## src/sv/hflr_pkg.sv

```systemverilog
// ----------------------------------------------------------------------------
// hflr_pkg
// Shared types, codes and character helpers for the hex float literal
// recognizer.
// ----------------------------------------------------------------------------
package hflr_pkg;

   localparam int unsigned CHAR_W    = 8;
   localparam int unsigned VERDICT_W = 3;

   typedef enum logic [3:0] {
      ST_START  = 4'd0,
      ST_ZERO   = 4'd1,
      ST_PREFIX = 4'd2,
      ST_POINT  = 4'd3,
      ST_WHOLE  = 4'd4,
      ST_FRACT  = 4'd5,
      ST_EXP    = 4'd6,
      ST_SIGN   = 4'd7,
      ST_DIGIT  = 4'd8,
      ST_SUF_F  = 4'd9,
      ST_SUF_L  = 4'd10,
      ST_FAIL   = 4'd11
   } parse_state_type;

   typedef logic [VERDICT_W-1:0] verdict_type;

   localparam verdict_type V_PENDING = 3'd0;
   localparam verdict_type V_NOMATCH = 3'd1;
   localparam verdict_type V_FLOAT   = 3'd2;
   localparam verdict_type V_DOUBLE  = 3'd3;
   localparam verdict_type V_LDOUBLE = 3'd4;

   localparam logic [CHAR_W-1:0] CH_NUL   = 8'h00;
   localparam logic [CHAR_W-1:0] CH_ZERO  = 8'h30;
   localparam logic [CHAR_W-1:0] CH_X     = 8'h58;
   localparam logic [CHAR_W-1:0] CH_P     = 8'h50;
   localparam logic [CHAR_W-1:0] CH_F     = 8'h46;
   localparam logic [CHAR_W-1:0] CH_L     = 8'h4C;
   localparam logic [CHAR_W-1:0] CH_POINT = 8'h2E;
   localparam logic [CHAR_W-1:0] CH_PLUS  = 8'h2B;
   localparam logic [CHAR_W-1:0] CH_MINUS = 8'h2D;

   function automatic logic [CHAR_W-1:0] upcase(input logic [CHAR_W-1:0] c);
      if (c >= 8'h61 && c <= 8'h7A) begin
         return c - 8'h20;
      end
      return c;
   endfunction

   function automatic logic is_dec(input logic [CHAR_W-1:0] c);
      return (c >= 8'h30) && (c <= 8'h39);
   endfunction

   // expects an upper-cased character
   function automatic logic is_hex(input logic [CHAR_W-1:0] c);
      return is_dec(c) || ((c >= 8'h41) && (c <= 8'h46));
   endfunction

endpackage

```

## src/sv/hex_float_literal_recognizer_top.sv

```systemverilog
// Each accepted request passes through the input register and then the result register before its response.
// Throughput: one character per cycle while the response side does not stall; the parse state advances as each
// character leaves the input register for the result register.
// Reset: synchronous, active high; empties both registers and returns the
// recognizer to its start state.
// ----------------------------------------------------------------------------
// hex_float_literal_recognizer_top
// Streams characters through a recognizer for C hexadecimal floating
// literals; each character gives one response, final on the terminator.
// ----------------------------------------------------------------------------
module hex_float_literal_recognizer_top (
   input  logic       clock,
   input  logic       reset,
   input  logic       req_tvalid,
   output logic       req_tready,
   input  logic [7:0] req_tdata,   // [7:0] ch
   output logic       rsp_tvalid,
   input  logic       rsp_tready,
   output logic [7:0] rsp_tdata,   // [2:0] verdict, [7:3] zero
   output logic       rsp_tlast    // done_res
);
   import hflr_pkg::*;

   logic              in_valid_ff;
   logic [CHAR_W-1:0] in_ch_ff;
   logic              out_valid_ff;
   verdict_type       out_verdict_ff;
   logic              out_done_ff;

   logic              out_free;
   logic              in_move;
   verdict_type       verdict;
   logic              done_res;

   assign out_free   = !out_valid_ff || rsp_tready;
   assign in_move    = in_valid_ff && out_free;
   assign req_tready = !in_valid_ff || out_free;

   hflr_parse u_parse (
      .clock    (clock),
      .reset    (reset),
      .step     (in_move),
      .ch       (in_ch_ff),
      .verdict  (verdict),
      .done_res (done_res)
   );

   always_ff @(posedge clock) begin
      if (reset) begin
         in_valid_ff <= 1'b0;
      end else if (req_tready) begin
         in_valid_ff <= req_tvalid;
      end
   end

   always_ff @(posedge clock) begin
      if (req_tready && req_tvalid) begin
         in_ch_ff <= req_tdata;
      end
   end

   always_ff @(posedge clock) begin
      if (reset) begin
         out_valid_ff <= 1'b0;
      end else if (out_free) begin
         out_valid_ff <= in_valid_ff;
      end
   end

   always_ff @(posedge clock) begin
      if (in_move) begin
         out_verdict_ff <= verdict;
         out_done_ff    <= done_res;
      end
   end

   assign rsp_tvalid = out_valid_ff;
   assign rsp_tdata  = {{(8 - VERDICT_W){1'b0}}, out_verdict_ff};
   assign rsp_tlast  = out_done_ff;

endmodule

```

## src/sv/hflr_parse.sv

```systemverilog
// ----------------------------------------------------------------------------
// hflr_parse
// Recognizer state machine: holds the parse position, steps it by one
// character and gives the verdict for the character presented.
// ----------------------------------------------------------------------------
module hflr_parse (
   input  logic                        clock,
   input  logic                        reset,
   input  logic                        step,
   input  logic [hflr_pkg::CHAR_W-1:0] ch,
   output hflr_pkg::verdict_type       verdict,
   output logic                        done_res
);
   import hflr_pkg::*;

   parse_state_type        parse_state_ff;
   parse_state_type        parse_state_in;
   logic [CHAR_W-1:0]      uc;

   assign uc = upcase(ch);

   always_ff @(posedge clock) begin
      if (reset) begin
         parse_state_ff <= ST_START;
      end else if (step) begin
         parse_state_ff <= parse_state_in;
      end
   end

   // next state
   always_comb begin
      parse_state_in = ST_FAIL;
      if (ch == CH_NUL) begin
         parse_state_in = ST_START;
      end else begin
         unique case (parse_state_ff)
            ST_START: begin
               parse_state_in = (uc == CH_ZERO) ? ST_ZERO : ST_FAIL;
            end
            ST_ZERO: begin
               parse_state_in = (uc == CH_X) ? ST_PREFIX : ST_FAIL;
            end
            ST_PREFIX: begin
               if (uc == CH_POINT)  parse_state_in = ST_POINT;
               else if (is_hex(uc)) parse_state_in = ST_WHOLE;
            end
            ST_POINT: begin
               if (is_hex(uc)) parse_state_in = ST_FRACT;
            end
            ST_WHOLE: begin
               if (uc == CH_POINT)  parse_state_in = ST_FRACT;
               else if (uc == CH_P) parse_state_in = ST_EXP;
               else if (is_hex(uc)) parse_state_in = ST_WHOLE;
            end
            ST_FRACT: begin
               if (uc == CH_P)      parse_state_in = ST_EXP;
               else if (is_hex(uc)) parse_state_in = ST_FRACT;
            end
            ST_EXP: begin
               if (uc == CH_PLUS || uc == CH_MINUS) parse_state_in = ST_SIGN;
               else if (is_dec(uc))                 parse_state_in = ST_DIGIT;
            end
            ST_SIGN: begin
               if (is_dec(uc)) parse_state_in = ST_DIGIT;
            end
            ST_DIGIT: begin
               if (is_dec(uc))      parse_state_in = ST_DIGIT;
               else if (uc == CH_F) parse_state_in = ST_SUF_F;
               else if (uc == CH_L) parse_state_in = ST_SUF_L;
            end
            default: begin
               parse_state_in = ST_FAIL;
            end
         endcase
      end
   end

   // verdict, final only on the terminator
   always_comb begin
      verdict  = V_PENDING;
      done_res = 1'b0;
      if (ch == CH_NUL) begin
         done_res = 1'b1;
         unique case (parse_state_ff)
            ST_DIGIT: verdict = V_DOUBLE;
            ST_SUF_F: verdict = V_FLOAT;
            ST_SUF_L: verdict = V_LDOUBLE;
            default:  verdict = V_NOMATCH;
         endcase
      end
   end

endmodule

```

## config.mk

```make
export PLATFORM = sky130hd
export DESIGN_NAME = hex_float_literal_recognizer_top
export DESIGN_NICKNAME = d
export VERILOG_FILES = /design/src/sv/hflr_pkg.sv /design/src/sv/hex_float_literal_recognizer_top.sv /design/src/sv/hflr_parse.sv
export SDC_FILE = /design/constraint.sdc
export NUM_CORES = 1
export LEC_CHECK = 0
export BUFFER_PORTS_ARGS = -buffer_cell sky130_fd_sc_hd__buf_2
export CAP_MARGIN = 20
export CORE_MARGIN = 5
export CORE_UTILIZATION = 54
export CTS_CLUSTER_DIAMETER = 30
export DETAILED_ROUTE_END_ITERATION = 8
export PLACE_DENSITY = 0.88
export SLEW_MARGIN = 40
export SYNTH_ARGS = -nofsm -noshare
export SYNTH_HDL_FRONTEND = slang
export SYNTH_SLANG_ARGS = --single-unit
```

## constraint.sdc

```tcl
create_clock -name clock -period 2.65 [get_ports clock]
set_input_delay 0.265 -clock clock [delete_from_list [all_inputs] [get_ports clock]]
set_output_delay 0.265 -clock clock [all_outputs]
set_load 0.01 [all_outputs]
```

==> results.json <==
{
  "layoutNonFillerInstCount": 181,
  "slack_of_the_worst_reg_to_reg_path_ns": 0.25,
  "hold_slack_ns": 0.1449,
  "place.detailed.hpwl_um": 2103,
  "cts_tree": "built",
  "multi_input_area_um2": 664.4,
  "detail_route.wirelength_um": 2740,
  "drt-initial-drc-count": 46,
  "vias_per_cell": 6.243,
  "hold_depth": 1,
  "post-route-drc-count": 0,
  "layout.cells.most_common": "sky130_fd_sc_hd__buf_2",
  "nets": 168,
  "min_period_over_period_pct": 90.60,
  "n_fill_cell": 189,
  "floorplan.die_area_um2": 3338,
  "worst-path-stages": 7,
  "final_cell_area_um2": 1339,
  "post_route_cells_drive_above_1_share_pct": 19.61,
  "worst_pin_slew_ns": 0.7241,
  "worst_setup_path_start_kind": "register",
  "synth-seq-area-share_pct": 38.98,
  "outcome": "finished, final reports clean",
  "number_of_flops_mapped_to_enable_cells_by_yosys": 12,
  "setup_viol_count_final": 0,
  "routedWlPerCell_um": 15.14,
  "cts.repair.resized": 0,
  "mappedNetlistArea_um2": 1232,
  "core_um2": 2191,
  "clk_path_buf_depth": 2,
  "finalSetupTns_ns": 0,
  "fmax_mhz": 416.5,
  "post_cts_buffers": 0,
  "yosys_warnings": 0,
  "setup.worst_path.end_class": "register",
  "syn-instance-count": 140,
  "track_usage_pct": 17.87,
  "power_per_cell_area_nw_per_um2": 472.0,
  "grt_overflow_total": 0,
  "placedCellCount": 177,
  "final_cell_mix": "sky130_fd_sc_hd__buf_2, sky130_fd_sc_hd__nor2_1, sky130_fd_sc_hd__edfxtp_1, sky130_fd_sc_hd__nand2_1, sky130_fd_sc_hd__a21oi_1",
  "worst_skew_pair.late_latency_ns": 0.29,
  "max-slew-margin-rel_pct": 51.55,
  "cp_top_family": "simple AND/OR/NAND/NOR gates",
  "worstPathRequired_ns": 2.83,
  "finalHoldViolCount": 0,
  "critical-path-max-stage-delay_ns": 0.53,
  "clkSinkCount": 18,
  "antenna_found_initial": 0,
  "grt_pass1_vias": 1088,
  "grt_pass1_wl_um": 4705,
  "cts.root.buffer_cell": "sky130_fd_sc_hd__clkbuf_4",
  "port_buffers": 17,
  "report.final.slew_viol_count": 0,
  "drt_pass1_iterations": 4,
  "critical_path_maximum_fanout": 9,
  "numCtsBuffers": 3,
  "clock-skew-final_ns": 0.007953,
  "maxCapViolCount": 0,
  "reg2regPathDepth": 7,
  "yosys_most_used_dff": "sky130_fd_sc_hd__edfxtp_1",
  "grt_start_max_net_pins": 16,
  "min_period_ns": 2.401,
  "rsz0062_at_grt": "false",
  "ys_seq_elements": 18,
  "effective_utilization_at_floorplan_pct": 56.25,
  "vias": 1130,
  "hold_path.class": "in2reg",
  "post_cts_hold_buffer_count": 0,
  "ff_latch_area_um2": 480.5,
  "cp.buffers_inverters": 1,
  "critical-path-slowest-cell": "sky130_fd_sc_hd__or4_1",
  "leakagePower_uw": 0.0005157,
  "critical_path.cell_chain": "inv_1 -> ha_1 -> or4_1 -> o21ai_2 -> a41oi_1 -> nor4_1 -> o22ai_1",
  "route.antenna.remaining_nets": 0,
  "ys_async_sr_fraction_pct": 0,
  "synth.distinct_cells": 50,
  "worst_ep_arrival_time_ns": 2.58,
  "chipWidth_um": 57.78,
  "synthesis.area_per_instance_um2": 8.803,
  "max-vdd-ir-drop_uv": 279.2,
  "areaGrowthSynthToFinish_pct": 8.629,
  "ctsHtreeMaxLevel": 1,
  "yosys.area.top_type": "sky130_fd_sc_hd__edfxtp_1",
  "timing.setup.critical_path_class": "reg2reg",
  "placedInstanceArea_um2": 1303,
  "chipHeight_um": 57.78,
  "num_antenna_cells": 0,
  "row_count": 17,
  "synth_area_leaders": "sky130_fd_sc_hd__edfxtp_1, sky130_fd_sc_hd__dfxtp_1, sky130_fd_sc_hd__nor2_1",
  "globalplace.congestion": 0.9150,
  "io-pin-count": 23,
  "synth_top_area_share_pct": 29.24,
  "clkTransAtPathRegs_ns": 0.10
}
==> synthesized netlist by cell type, types with 2 or more instances <==
cell type	n
sky130_fd_sc_hd__nor2_1	15
sky130_fd_sc_hd__edfxtp_1	12
sky130_fd_sc_hd__nand2_1	11
sky130_fd_sc_hd__a21oi_1	8
sky130_fd_sc_hd__clkbuf_1	7
sky130_fd_sc_hd__nor4_1	7
sky130_fd_sc_hd__o21ai_0	7
sky130_fd_sc_hd__dfxtp_1	6
sky130_fd_sc_hd__buf_4	5
sky130_fd_sc_hd__inv_1	5
sky130_fd_sc_hd__and3_1	3
sky130_fd_sc_hd__nand2b_1	3
sky130_fd_sc_hd__nand3_1	3
sky130_fd_sc_hd__nor3_1	3
sky130_fd_sc_hd__o22ai_1	3
sky130_fd_sc_hd__a211oi_1	2
sky130_fd_sc_hd__and2_1	2
sky130_fd_sc_hd__ha_1	2
sky130_fd_sc_hd__nor3b_1	2
sky130_fd_sc_hd__o21ai_1	2
sky130_fd_sc_hd__o31a_1	2
sky130_fd_sc_hd__xnor2_1	2
==> state kept, by name (all words and copies together) (netlist names) <==
register,flops
rsp_tvalid,1
u_parse.parse_state_ff,4
out_verdict_ff,3
in_ch_ff,8
in_valid_ff,1
rsp_tlast,1
==> cell type report <==
class	count	share of cell area, %
multi-input combinational	106	49.63
timing repair buffer	19	7.477
inverter	6	1.682
clock buffer	4	2.710
tap	28	2.617
sequential	18	35.89
==> per-stage QoR <==
| step | util, % | setup slack, ns | power, uW |
|---|---|---|---|
| final | 61.11 | 0.2491 | 631.9 |
| after CTS | 61.11 | 0.2734 | 630.8 |
| after floorplan | - | 0.4993 | 443.6 |
| after detailed placement | 59.45 | 0.2918 | 468.6 |
| after global placement | 59.45 | 0.4058 | 462.5 |
| after global routing | 61.11 | 0.1081 | 665.3 |
==> worst paths after layout <==
| check | startpoint | endpoint |
|---|---|---|
| worst max register to register | in_ch_ff[5]$_DFFE_PP_ | u_parse.parse_state_ff[3]$_SDFFE_PP0P_ |
| worst max-delay path | in_ch_ff[5]$_DFFE_PP_ | u_parse.parse_state_ff[3]$_SDFFE_PP0P_ |
| worst min-delay path | req_tdata[0] | in_ch_ff[0]$_DFFE_PP_ |
| worst min register to register | in_valid_ff$_SDFFE_PP0N_ | rsp_tvalid$_SDFFE_PP0P_ |
==> where the power goes <==
group / switching, uW / total (uW) / internal [uW] / leakage [uW]
Clock: 82.8 / 167 / 83.8 / 0.0000210
Sequential: 39.0 / 356 / 317 / 0.000168
Combinational: 58.9 / 109 / 50.3 / 0.000327
Total: 181 / 632 / 451 / 0.000516
==> cell families after synthesis <==
family | count (synthesis) | synth area share (%)
AOI/OAI and AO/OA | 36 | 20.41
other | 1 | 0.3043
adders and majority gates | 2 | 2.030
and+or+nand+nor | 60 | 27.82
buffers and inverters | 20 | 8.325
xor gates and xnor gates | 3 | 2.132
DFF | 18 | 38.99
==> per-layer routing <==
metal | up-vias | part of all wire [%] | track usage, %
met5 | - | 0 | 0
met1 | 521 | 41 | 22.36
met3 | 6 | 9.5 | 4.900
met2 | 61 | 49 | 29.52
li1 | 542 | - | -
met4 | 0 | 1.2 | 6.291
(Power assumes the default switching activity.)
